<file path="src/sv/assert_macros.svh">
// ---------------------------------------------------------------------------
// Assertion macros
// Clocked concurrent checks, disabled during reset.
// ---------------------------------------------------------------------------
`ifndef ASSERT_MACROS_SVH
`define ASSERT_MACROS_SVH

// Property must hold at every rising clk edge outside reset.
`define ASSERT_CLK(label, prop, msg) \
  label: assert property (@(posedge clk) disable iff (rst) prop) else $error(msg);

// Expression must never be true outside reset.
`define ASSERT_NEVER(label, expr, msg) \
  `ASSERT_CLK(label, !(expr), msg)

`endif

</file>
<file path="src/sv/mtk_hid_pkg.sv">
// ---------------------------------------------------------------------------
// mtk_hid_pkg
// Types, codes and key tables of the multi-tap keypad HID encoder.
// ---------------------------------------------------------------------------
`timescale 1ns / 1ps

package mtk_hid_pkg;

  localparam int TIME_W    = 32;
  localparam int TIMEOUT_W = 16;
  localparam int KEY_W     = 4;
  localparam int IDX_W     = 3;
  localparam int GROUP_W   = 4;
  localparam int S_DATA_W  = 40;
  localparam int M_DATA_W  = 24;

  localparam logic [TIMEOUT_W-1:0] TIMEOUT_RESET = 16'd1000;

  localparam logic CMD_PRESS = 1'b0;
  localparam logic CMD_TICK  = 1'b1;

  localparam logic KIND_KEY  = 1'b0;
  localparam logic KIND_TICK = 1'b1;

  localparam logic [1:0] LAYER_LETTERS = 2'd0;
  localparam logic [1:0] LAYER_NUMBERS = 2'd1;
  localparam logic [1:0] LAYER_NAV     = 2'd2;

  localparam logic [1:0] SHIFT_OFF    = 2'd0;
  localparam logic [1:0] SHIFT_ONCE   = 2'd1;
  localparam logic [1:0] SHIFT_LOCKED = 2'd2;

  localparam logic [7:0] MOD_NONE  = 8'h00;
  localparam logic [7:0] MOD_SHIFT = 8'h02;
  localparam logic [7:0] USE_ENTER = 8'h28;
  localparam logic [7:0] USE_BKSP  = 8'h2A;
  localparam logic [7:0] USE_SPACE = 8'h2C;
  localparam logic [7:0] USE_ZERO  = 8'h27;
  localparam logic [7:0] USE_ONE   = 8'h1E;
  localparam logic [7:0] USE_A     = 8'h04;

  localparam logic [KEY_W-1:0] KEY_BKSP   = 4'd3;
  localparam logic [KEY_W-1:0] KEY_ENTER  = 4'd7;
  localparam logic [KEY_W-1:0] KEY_SHIFT  = 4'd11;
  localparam logic [KEY_W-1:0] KEY_LAYER1 = 4'd12;
  localparam logic [KEY_W-1:0] KEY_SPACE  = 4'd13;
  localparam logic [KEY_W-1:0] KEY_LAYER2 = 4'd14;
  localparam logic [KEY_W-1:0] KEY_NONE   = 4'd15;

  typedef enum logic [2:0] {
    OP_NONE,
    OP_TAP,
    OP_STROKE,
    OP_SHIFT,
    OP_LAYER
  } key_op_t;

  typedef struct packed {
    key_op_t            op;
    logic [GROUP_W-1:0] group;
    logic [7:0]         usage;
    logic [1:0]         layer;
  } key_dec_t;

  typedef struct packed {
    logic       valid;
    logic [7:0] modifier;
    logic [7:0] usage;
  } stroke_t;

  typedef struct packed {
    logic       kind;
    logic [7:0] modifier;
    logic [7:0] usage;
    logic       committed;
    logic       last;
  } result_t;

  // Position of a character key within the nine-key block.
  function automatic logic [GROUP_W-1:0] key_group(logic [KEY_W-1:0] key);
    logic [GROUP_W-1:0] g;
    case (key)
      4'd0:    g = 4'd0;
      4'd1:    g = 4'd1;
      4'd2:    g = 4'd2;
      4'd4:    g = 4'd3;
      4'd5:    g = 4'd4;
      4'd6:    g = 4'd5;
      4'd8:    g = 4'd6;
      4'd9:    g = 4'd7;
      4'd10:   g = 4'd8;
      default: g = 4'd0;
    endcase
    return g;
  endfunction

  function automatic logic [7:0] nav_usage(logic [GROUP_W-1:0] g);
    logic [7:0] u;
    case (g)
      4'd0:    u = 8'h29;
      4'd1:    u = 8'h52;
      4'd2:    u = 8'h2B;
      4'd3:    u = 8'h50;
      4'd4:    u = 8'h51;
      4'd5:    u = 8'h4F;
      4'd6:    u = 8'h4A;
      4'd7:    u = 8'h4B;
      default: u = 8'h4E;
    endcase
    return u;
  endfunction

  function automatic key_dec_t key_decode(logic [1:0] layer, logic [KEY_W-1:0] key);
    key_dec_t d;
    d       = '0;
    d.op    = OP_STROKE;
    d.group = key_group(key);
    case (key)
      KEY_BKSP:  d.usage = USE_BKSP;
      KEY_ENTER: d.usage = USE_ENTER;
      KEY_SPACE: d.usage = USE_SPACE;
      KEY_NONE:  d.op    = OP_NONE;
      KEY_SHIFT: begin
        case (layer)
          LAYER_NUMBERS: d.usage = USE_ZERO;
          LAYER_NAV:     d.usage = 8'h4D;
          default:       d.op    = OP_SHIFT;
        endcase
      end
      KEY_LAYER1: begin
        d.op    = OP_LAYER;
        d.layer = (layer == LAYER_NUMBERS || layer == LAYER_NAV) ? LAYER_LETTERS
                                                                  : LAYER_NUMBERS;
      end
      KEY_LAYER2: begin
        d.op    = OP_LAYER;
        d.layer = (layer == LAYER_NAV) ? LAYER_NUMBERS : LAYER_NAV;
      end
      default: begin
        case (layer)
          LAYER_NUMBERS: d.usage = USE_ONE + {4'd0, d.group};
          LAYER_NAV:     d.usage = nav_usage(d.group);
          default:       d.op    = OP_TAP;
        endcase
      end
    endcase
    return d;
  endfunction

  function automatic logic [IDX_W-1:0] tap_len(logic [GROUP_W-1:0] g);
    logic [IDX_W-1:0] n;
    case (g)
      4'd0:       n = 3'd7;
      4'd6, 4'd8: n = 3'd4;
      default:    n = 3'd3;
    endcase
    return n;
  endfunction

  function automatic logic [4:0] letter_base(logic [GROUP_W-1:0] g);
    logic [4:0] b;
    case (g)
      4'd1:    b = 5'd0;
      4'd2:    b = 5'd3;
      4'd3:    b = 5'd6;
      4'd4:    b = 5'd9;
      4'd5:    b = 5'd12;
      4'd6:    b = 5'd15;
      4'd7:    b = 5'd19;
      default: b = 5'd22;
    endcase
    return b;
  endfunction

  function automatic stroke_t tap_stroke(logic [GROUP_W-1:0] g, logic [IDX_W-1:0] idx,
                                         logic upper);
    stroke_t s;
    s = '0;
    if (g == 4'd0 || g > 4'd8) begin
      s.valid = 1'b1;
      case (idx)
        3'd0:    s.usage = 8'h37;
        3'd1:    s.usage = 8'h36;
        3'd2:    begin s.modifier = MOD_SHIFT; s.usage = 8'h38; end
        3'd3:    begin s.modifier = MOD_SHIFT; s.usage = 8'h1E; end
        3'd4:    s.usage = 8'h34;
        3'd5:    s.usage = 8'h2D;
        3'd6:    begin s.modifier = MOD_SHIFT; s.usage = 8'h1F; end
        default: s.valid = 1'b0;
      endcase
    end else begin
      s.valid    = idx < tap_len(g);
      s.modifier = upper ? MOD_SHIFT : MOD_NONE;
      s.usage    = USE_A + {3'd0, letter_base(g)} + {5'd0, idx};
    end
    return s;
  endfunction

endpackage

</file>
<file path="src/sv/multitap_keypad_hid_encoder.sv">
// ---------------------------------------------------------------------------
// multitap_keypad_hid_encoder
// Multi-tap keypad with letter, number and navigation layers; turns key
// press and tick requests into HID keystroke and tick status results.
// ---------------------------------------------------------------------------
//  channel  dir  handshake           payload
//  s_*      in   s_tvalid/s_tready   tuser cmd; tdata key_index, now_ms
//  m_*      out  m_tvalid/m_tready   tuser kind; tdata modifier, usage,
//                                    committed; tlast last
//  cfg_*    in   cfg_wr_en           cfg_wr_data multitap_timeout_ms
//
//  One request per cycle while s_tready is high: a request is registered,
//  then decoded against the keypad state, and its zero, one or two results
//  enter a four-entry result queue; the output port drains one result a
//  cycle while m_tready is high, so two-result requests lower the sustained
//  request rate. First results pass the input register and the queue.
//  rst clears layer, shift, pending key, timeout (1000 ms) and the queue.
//  s_tready drops only while a request waits and the queue holds three or more.
// ---------------------------------------------------------------------------
`timescale 1ns / 1ps

module multitap_keypad_hid_encoder (
  input  logic                                clk,
  input  logic                                rst,
  input  logic                                s_tvalid,
  output logic                                s_tready,
  // [3:0] key_index, [35:4] now_ms, [39:36] zero
  input  logic [mtk_hid_pkg::S_DATA_W-1:0]    s_tdata,
  // [0] cmd
  input  logic                                s_tuser,
  output logic                                m_tvalid,
  input  logic                                m_tready,
  // [7:0] modifier, [15:8] usage, [16] committed, [23:17] zero
  output logic [mtk_hid_pkg::M_DATA_W-1:0]    m_tdata,
  // [0] kind
  output logic                                m_tuser,
  output logic                                m_tlast,
  input  logic                                cfg_wr_en,
  input  logic [mtk_hid_pkg::TIMEOUT_W-1:0]   cfg_wr_data
);
  import mtk_hid_pkg::*;

  localparam int QDEPTH = 4;

  logic [TIMEOUT_W-1:0] timeout;

  logic                 in_valid;
  logic                 in_cmd;
  logic [KEY_W-1:0]     in_key;
  logic [TIME_W-1:0]    in_now;

  logic [1:0]           active_layer, active_layer_next;
  logic [1:0]           shift_mode, shift_mode_next;
  logic                 pending_valid, pending_valid_next;
  logic [KEY_W-1:0]     pending_key, pending_key_next;
  logic [IDX_W-1:0]     pending_idx, pending_idx_next;
  logic                 pending_upper, pending_upper_next;
  logic [TIME_W-1:0]    pending_time, pending_time_next;

  result_t              q [QDEPTH];
  result_t              q_next [QDEPTH];
  logic [2:0]           cnt, cnt_next, base;

  logic                 fire, pop, expired, is_repeat;
  logic [TIME_W-1:0]    elapsed;
  key_dec_t             dec;
  stroke_t              st;
  result_t              r0, r1;
  logic [1:0]           n_res;

  assign s_tready = !in_valid || (cnt <= 3'd2);
  assign fire     = in_valid && (cnt <= 3'd2);
  assign m_tvalid = cnt != 3'd0;
  assign pop      = m_tvalid && m_tready;
  assign m_tuser  = q[0].kind;
  assign m_tlast  = q[0].last;
  assign m_tdata  = {7'd0, q[0].committed, q[0].usage, q[0].modifier};

  assign elapsed  = in_now - pending_time;
  assign expired  = elapsed >= {{(TIME_W-TIMEOUT_W){1'b0}}, timeout};
  assign dec      = key_decode(active_layer, in_key);
  assign is_repeat = pending_valid && (pending_key == in_key) && !expired;

  always_comb begin
    active_layer_next  = active_layer;
    shift_mode_next    = shift_mode;
    pending_valid_next = pending_valid;
    pending_key_next   = pending_key;
    pending_idx_next   = pending_idx;
    pending_upper_next = pending_upper;
    pending_time_next  = pending_time;
    r0    = '0;
    r1    = '0;
    n_res = 2'd0;
    st    = '0;
    if (in_cmd == CMD_TICK) begin
      r0.kind      = KIND_TICK;
      r0.committed = pending_valid && expired;
      r0.last      = 1'b1;
      n_res        = 2'd1;
      if (pending_valid && expired) begin
        pending_valid_next = 1'b0;
        pending_idx_next   = '0;
      end
    end else begin
      case (dec.op)
        OP_TAP: begin
          if (is_repeat) begin
            pending_idx_next = (pending_idx + 3'd1 == tap_len(dec.group)) ? '0
                                                                         : pending_idx + 3'd1;
          end else begin
            pending_valid_next = 1'b1;
            pending_key_next   = in_key;
            pending_idx_next   = '0;
            pending_upper_next = shift_mode != SHIFT_OFF;
            if (shift_mode == SHIFT_ONCE) shift_mode_next = SHIFT_OFF;
          end
          pending_time_next = in_now;
          st = tap_stroke(dec.group, pending_idx_next, pending_upper_next);
          if (is_repeat) begin
            r0.kind     = KIND_KEY;
            r0.usage    = USE_BKSP;
            r0.last     = !st.valid;
            r1.kind     = KIND_KEY;
            r1.modifier = st.modifier;
            r1.usage    = st.usage;
            r1.last     = 1'b1;
            n_res       = st.valid ? 2'd2 : 2'd1;
          end else begin
            r0.kind     = KIND_KEY;
            r0.modifier = st.modifier;
            r0.usage    = st.usage;
            r0.last     = 1'b1;
            n_res       = st.valid ? 2'd1 : 2'd0;
          end
        end
        OP_STROKE: begin
          pending_valid_next = 1'b0;
          pending_idx_next   = '0;
          r0.kind  = KIND_KEY;
          r0.usage = dec.usage;
          r0.last  = 1'b1;
          n_res    = 2'd1;
        end
        OP_SHIFT: begin
          pending_valid_next = 1'b0;
          pending_idx_next   = '0;
          case (shift_mode)
            SHIFT_OFF:  shift_mode_next = SHIFT_ONCE;
            SHIFT_ONCE: shift_mode_next = SHIFT_LOCKED;
            default:    shift_mode_next = SHIFT_OFF;
          endcase
        end
        OP_LAYER: begin
          pending_valid_next = 1'b0;
          pending_idx_next   = '0;
          active_layer_next  = dec.layer;
        end
        default: ;
      endcase
    end
  end

  always_comb begin
    base = cnt - {2'd0, pop};
    for (int i = 0; i < QDEPTH; i++) begin
      q_next[i] = q[i];
    end
    if (pop) begin
      for (int i = 0; i < QDEPTH - 1; i++) begin
        q_next[i] = q[i+1];
      end
    end
    cnt_next = base;
    if (fire) begin
      if (n_res != 2'd0) q_next[base[1:0]] = r0;
      if (n_res == 2'd2) q_next[base[1:0] + 2'd1] = r1;
      cnt_next = base + {1'b0, n_res};
    end
  end

  always_ff @(posedge clk) begin
    for (int i = 0; i < QDEPTH; i++) begin
      q[i] <= q_next[i];
    end
    if (s_tvalid && s_tready) begin
      in_cmd <= s_tuser;
      in_key <= s_tdata[KEY_W-1:0];
      in_now <= s_tdata[KEY_W +: TIME_W];
    end
    if (rst) begin
      timeout       <= TIMEOUT_RESET;
      in_valid      <= 1'b0;
      cnt           <= '0;
      active_layer  <= LAYER_LETTERS;
      shift_mode    <= SHIFT_OFF;
      pending_valid <= 1'b0;
      pending_key   <= '0;
      pending_idx   <= '0;
      pending_upper <= 1'b0;
      pending_time  <= '0;
    end else begin
      if (cfg_wr_en) timeout <= cfg_wr_data;
      if (s_tready) in_valid <= s_tvalid;
      cnt <= cnt_next;
      if (fire) begin
        active_layer  <= active_layer_next;
        shift_mode    <= shift_mode_next;
        pending_valid <= pending_valid_next;
        pending_key   <= pending_key_next;
        pending_idx   <= pending_idx_next;
        pending_upper <= pending_upper_next;
        pending_time  <= pending_time_next;
      end
    end
  end

`include "assert_macros.svh"

  `ASSERT_NEVER(a_queue_bound, cnt > 3'd4, "result queue overflow")
  `ASSERT_CLK(a_tick_last, (m_tvalid && m_tuser == KIND_TICK) |-> (m_tlast && m_tdata[15:8] == 8'd0), "tick result malformed")
  `ASSERT_CLK(a_pending_letters, pending_valid |-> (active_layer == LAYER_LETTERS), "pending key outside letter layer")
  `ASSERT_CLK(a_stall_cause, (!s_tready) |-> (in_valid && cnt >= 3'd3), "input stalled without full queue")

endmodule
</file>
<file path="config.mk">
export PLATFORM = sky130hd
export DESIGN_NAME = multitap_keypad_hid_encoder
export DESIGN_NICKNAME = d
export VERILOG_FILES = /design/src/sv/mtk_hid_pkg.sv /design/src/sv/multitap_keypad_hid_encoder.sv
export VERILOG_INCLUDE_DIRS = /design/src /design/src/sv
export SDC_FILE = /design/constraint.sdc
export NUM_CORES = 1
export LEC_CHECK = 0
export BUFFER_PORTS_ARGS = -buffer_cell sky130_fd_sc_hd__buf_2
export CAP_MARGIN = 10
export CORE_ASPECT_RATIO = 0.6
export CORE_MARGIN = 3
export CORE_UTILIZATION = 35
export DETAILED_ROUTE_END_ITERATION = 6
export PLACE_DENSITY_LB_ADDON = 0.12
export SYNTH_ARGS = -nofsm -noshare
export SYNTH_HDL_FRONTEND = slang
export SYNTH_SLANG_ARGS = --single-unit
</file>
<file path="constraint.sdc">
create_clock -name clk -period 9.2 [get_ports clk]
set_input_delay 1.84 -clock clk [delete_from_list [all_inputs] [get_ports clk]]
set_output_delay 1.84 -clock clk [all_outputs]
set_load 0.005 [all_outputs]
</file>
=== After elaboration in Yosys (flattened, before gate mapping) ===
Memories as Yosys holds them, arrays and structs flattened. A register that Yosys moved wholly into a read port is not among the register bits.
Index checks and enable logic that the tools add are counted.
Widths: inputs -> output; s select.

* $lt $le $gt $ge: 8
* $add $sub $neg: 8
* Reduce and logical (&&, ||, !) cells: 36
* Equal/unequal tests: 35
* Bitwise gates (word level): 4
* Mux-type cells: 80

{| class="wikitable"
|+ Operator list
! operator !! count
|-
| $mux 76 || 4
|-
| $bwmux 76 || 2
|-
| $demux 19 s2 || 2
|-
| $mux 16 || 4
|-
| $mux 57 || 1
|-
| $mux 17 || 3
|-
| $pmux 6 s7 || 1
|-
| $pmux 8 s5 || 1
|-
| $mux 3 || 13
|-
| $mux 19 || 2
|-
| $pmux 5 s7 || 1
|-
| $ge 32x16->1 || 1
|-
| $mux 8 || 4
|-
| $pmux 8 s2 || 2
|-
| $sub 32x32->32 || 1
|-
| $eq 4x4->1 const B || 6
|-
| $eq 4x3->1 const B || 5
|-
| $mux 2 || 9
|-
| $mux 1 || 17
|-
| $pmux 2 s2 || 4
|-
| $mux 5 || 3
|-
| $pmux 7 s2 || 1
|-
| $eq 3x2->1 const B || 4
|-
| $eq 3x3->1 const B || 4
|-
| other kinds (42) || 76
|}

* Output and inout bits: 28
* Memory bits (read-only): 120
* Input bits: 62
* Word-level logic and storage cells: 187
* RAM bits: 76
* Memories: 3
* Bits in registers: 102

{| class="wikitable"
|+ Memory list
! memory !! depth !! bits a word !! rd ports !! clocked after Yosys merged registers in !! wr ports !! RTL line !! RTL
|-
| q || 4 || 19 || 4 || 0 || 4 || multitap_keypad_hid_encoder.sv:60 || <nowiki>result_t q [QDEPTH];</nowiki>
|-
| (no name shown) || 16 || 4 || 1 || 1 || 0 || mtk_hid_pkg.sv:82 || <nowiki>case (key)</nowiki>
|-
| (no name shown) || 8 || 7 || 1 || 0 || 0 || mtk_hid_pkg.sv:99 || <nowiki>case (g)</nowiki>
|}

=== Depth between registers and ports, before layout ===
* Depth in word-level cells: 28
* Mapped depth: 34

=== Worst setup path after synthesis ===
No wires, ideal clock.

* Kind: reg2reg
* Start point: reg in_now[0]
* End point: mem q[2][18] (netlist bit)
* Period minus slack after synthesis: 6413 ps
* Stages on the path, launching flop included: 33
* Slack: 2787 ps
* Setup time: 136 ps
* Arrival time: 6277 ps
* Required time: 9064 ps
* Path buffers: 2
* Path through: edfxtp_1 > inv_1 > ha_1 > fa_1 > nand2b_1 > a21oi_1 > nor2_1 > o21ai_0 > a31oi_1 > xnor2_1 > ha_1 > nand2_1 > o21ai_0 > nand2b_1 > nand4b_1 > nor3_1 > and4_1 > and3_1 > nand4_1 > or3_1 > clkbuf_1 > nand2b_1 > inv_1 > ha_1 > a21o_1 > a21oi_1 > ha_1 > a311o_1 > nor4_1 > inv_1 > a21oi_1 > clkbuf_1 > o22ai_1

{| class="wikitable"
|+ RTL lines
! element !! RTL line !! RTL
|-
| start, declared || multitap_keypad_hid_encoder.sv:50 || <nowiki>logic [TIME_W-1:0] in_now;</nowiki>
|-
| start signal, assigned || multitap_keypad_hid_encoder.sv:189 || <nowiki>in_now <= s_tdata[KEY_W +: TIME_W];</nowiki>
|-
| end, declared || multitap_keypad_hid_encoder.sv:60 ||
|}

==> impl_metrics.env <==
export IMPL_status="finished, final reports clean"
export IMPL_synth_seq_area_share_pct=38.0
export IMPL_initialDrtViolationCount=839
export IMPL_crit_family="simple AND/OR/NAND/NOR gates"
export IMPL_port_buffers=78
export IMPL_cts_root_buf="clkbuf_16"
export IMPL_layout_nets=1518
export IMPL_fmax_mhz=126
export IMPL_synth_common_cells="nand2_1, a21oi_1, dfxtp_1"
export IMPL_cp_num_buf_inv=2
export IMPL_fp_dieW_um=235
export IMPL_p_leak_nw=4.88
export IMPL_avgSynthCellArea_um2=8.31
export IMPL_ios=90
export IMPL_synthToLayoutAreaGrowth_pct=12.4
export IMPL_grt_pass1_vias=8923
export IMPL_cts_sinks=182
export IMPL_clock_skew_ns=0.0176
export IMPL_dr_pass1_iters=5
export IMPL_drive_above_1_share_pct=11.0
export IMPL_arrival_ns=8.25
export IMPL_overflow=0
export IMPL_p_per_area_nw_per_um2=239
export IMPL_grt_max_degree=59
export IMPL_coreArea_um2=30500
export IMPL_synth_edf_count=56
export IMPL_worstSkewPairLatency_ns=0.47
export IMPL_grt_antenna_before_repair=0
export IMPL_finalSetupTns_ns=0
export IMPL_drv_cap=0
export IMPL_grt_usage_pct=19.1
export IMPL_switching_power_mw=1.16
export IMPL_cts_max_level=4
export IMPL_irDropWorstVdd_mv=0.152
export IMPL_cp_end_kind="flop"
export IMPL_syn_inst=1330
export IMPL_ys_types=79
export IMPL_pwr_share_clk_pct=25.5
export IMPL_numCtsBuffers=17
export IMPL_seqPwrFrac_pct=36.9
export IMPL_hold_slack_ns=0.453
export IMPL_synth_top_area_share_pct=22.8
export IMPL_place_ws_ns=1.43
export IMPL_die_height_um=144
export IMPL_swShare_pct=39.1
export IMPL_slew_headroom_pct=18.6
export IMPL_cts_tree="yes"
export IMPL_clockBufferDepth=2
export IMPL_tightest_slew_ns=1.21
export IMPL_routedWlPerCell_um=17.7
export IMPL_cp_max_fo=17
export IMPL_gp_congestion=0.895
export IMPL_setup_violations=0
export IMPL_ys_flop_type="dfxtp_1"
export IMPL_setup_slack_ns=1.27
export IMPL_yosysMostFrequentCell="nand2_1"
export IMPL_layout_worst_path_cycle_share_pct=86.2
export IMPL_period_needed_ns=7.93
export IMPL_cts_clk_slew_worst_paths_ns=0.08
export IMPL_syn_area_um2=11100
export IMPL_ctsResizeCount=0
export IMPL_ys_async_sr_fraction_pct=0
export IMPL_detailed_place_hpwl_mm=23.4
export IMPL_finalHoldViolations=0
export IMPL_max_stage_delay_ns=1.03
export IMPL_synth_seq_cells=182
export IMPL_via_per_inst=5.32
export IMPL_critPathLaunchType="flop"
export IMPL_p_int_mw=1.81
export IMPL_drv_slew=0
export IMPL_via_count=9591
export IMPL_synth_largest_area_cell="dfxtp_1"
export IMPL_path_class="reg2reg"
export IMPL_instances_no_fill=1802
export IMPL_rsz0062_at_grt="no"
export IMPL_ant_nets=0
export IMPL_grt_pass1_wl_mm=50.9
export IMPL_dieArea_um2=33800
export IMPL_initial_utilization_pct=36.2
export IMPL_drt_total_wl_mm=31.9
export IMPL_hp_class="reg2reg"
export IMPL_rows=49
export IMPL_power_mw=2.96
export IMPL_synth_area_leaders="dfxtp_1, edfxtp_1, ha_1, nand2_1, a21oi_1"
export IMPL_antenna_cells=0
export IMPL_combPwrFrac_pct=37.6
export IMPL_ys_warn_count=0
export IMPL_cts_setup_buffers=0
export IMPL_cp_required_ns=9.52
export IMPL_dp_cells=1770
export IMPL_slowest_stage="a21oi_2"
export IMPL_hold_buffers=0
export IMPL_drc=0
-- flip-flops by register name (all words and copies together), names as in the netlist, 3 cells and up --
signal	cells
cnt	3
dec	4
in_key	4
in_now	32
pending_idx	3
pending_key	4
pending_time	32
q	76
timeout	16
-- metrics by stage --
| step | util [%] | instance area [um^2] |
|---|---|---|
| after CTS | 40.7 | 12400 |
| after global routing | 40.7 | 12400 |
| after global placement | 38.7 | 11800 |
| after detailed placement | 38.7 | 11800 |
| final | 40.7 | 12400 |
| after floorplan | - | 11100 |
-- metal layers --
metal | part of all wire, % | GRT usage, % | routed length, um
met2 | 36 | 24.1 | 11600
met1 | 56 | 31.0 | 17900
met5 | 0 | 0 | 0
met4 | 1.5 | 5.50 | 486
met3 | 5.7 | 4.20 | 1820
-- cells in the final DEF, fill, tap and decap left out, types with 9 or more instances in the layout --
| cell | count |
|---|---|
| nand2_1 | 206 |
| a21oi_1 | 141 |
| dfxtp_1 | 126 |
| nor2_1 | 101 |
| inv_1 | 87 |
| buf_2 | 78 |
| ha_1 | 72 |
| o21ai_0 | 60 |
| edfxtp_1 | 56 |
| mux2i_1 | 55 |
| nor3_1 | 34 |
| xnor2_1 | 20 |
| and2_1 | 18 |
| a21o_1 | 17 |
| clkbuf_16 | 17 |
| nand3_1 | 16 |
| buf_4 | 16 |
| o211ai_1 | 15 |
| xor2_1 | 14 |
| nand2b_1 | 13 |
| o21a_1 | 12 |
| nand4_1 | 12 |
| o22ai_1 | 12 |
| and3_1 | 11 |
| nor4_1 | 10 |
| a211oi_1 | 9 |
| a22oi_1 | 9 |
| a2bb2oi_1 | 9 |
-- logic make-up after synthesis --
family                     count (synthesis)  share of synthesized area, %
xor gates and xnor gates                  35                          2.84
DFF                                      182                          38.0
AOI/OAI and AO/OA                        361                          20.6
buffers and inverters                    158                          5.66
and+or+nand+nor                          462                          19.0
muxes                                     56                          5.08
other                                      1                        0.0339
adders and majority gates                 75                          8.70
-- power groups by stage --
stage / Sequential (mW) / Combinational [mW] / Clock, mW
global route: 1.11 / 1.25 / 0.810
CTS: 1.09 / 1.11 / 0.783
global placement: 1.11 / 1.09 / 0
floorplan: 1.09 / 0.803 / 0
detailed placement: 1.11 / 1.10 / 0
finish: 1.09 / 1.11 / 0.756
-- worst paths after layout --
path | end | start | slack, ns | depth (start not counted)
worst min-delay path | q[1][12] | q[2][12] | 0.45 | 2
worst max-delay path | q[2][7] | in_now[0] | 1.27 | 32
worst min register to register | q[1][12] | q[2][12] | 0.45 | 2
worst max register to register | q[2][7] | in_now[0] | 1.27 | 32
-- worst reg2reg max path: cells and delay by family (launching register included) --
family / cells / cell delay, ns
AND/OR/NAND/NOR: 14 / 3.06
AO/OA/AOI/OAI: 10 / 2.72
flip-flops: 1 / 0.36
XOR/XNOR: 1 / 0.15
buffers and inverters: 2 / 0.17
adder cells (fa/ha/maj): 5 / 1.30
-- layout make-up --
class,count,area [um^2]
Clock buffer,17,425
Clock inverter,15,173
Fill cell,3148,18100
Inverter,90,338
Multi-Input combinational cell,996,6260
Sequential cell,182,4200
Tap cell,408,510
Timing Repair Buffer,94,510
Note: power is estimated with default switching activity, not from simulation.
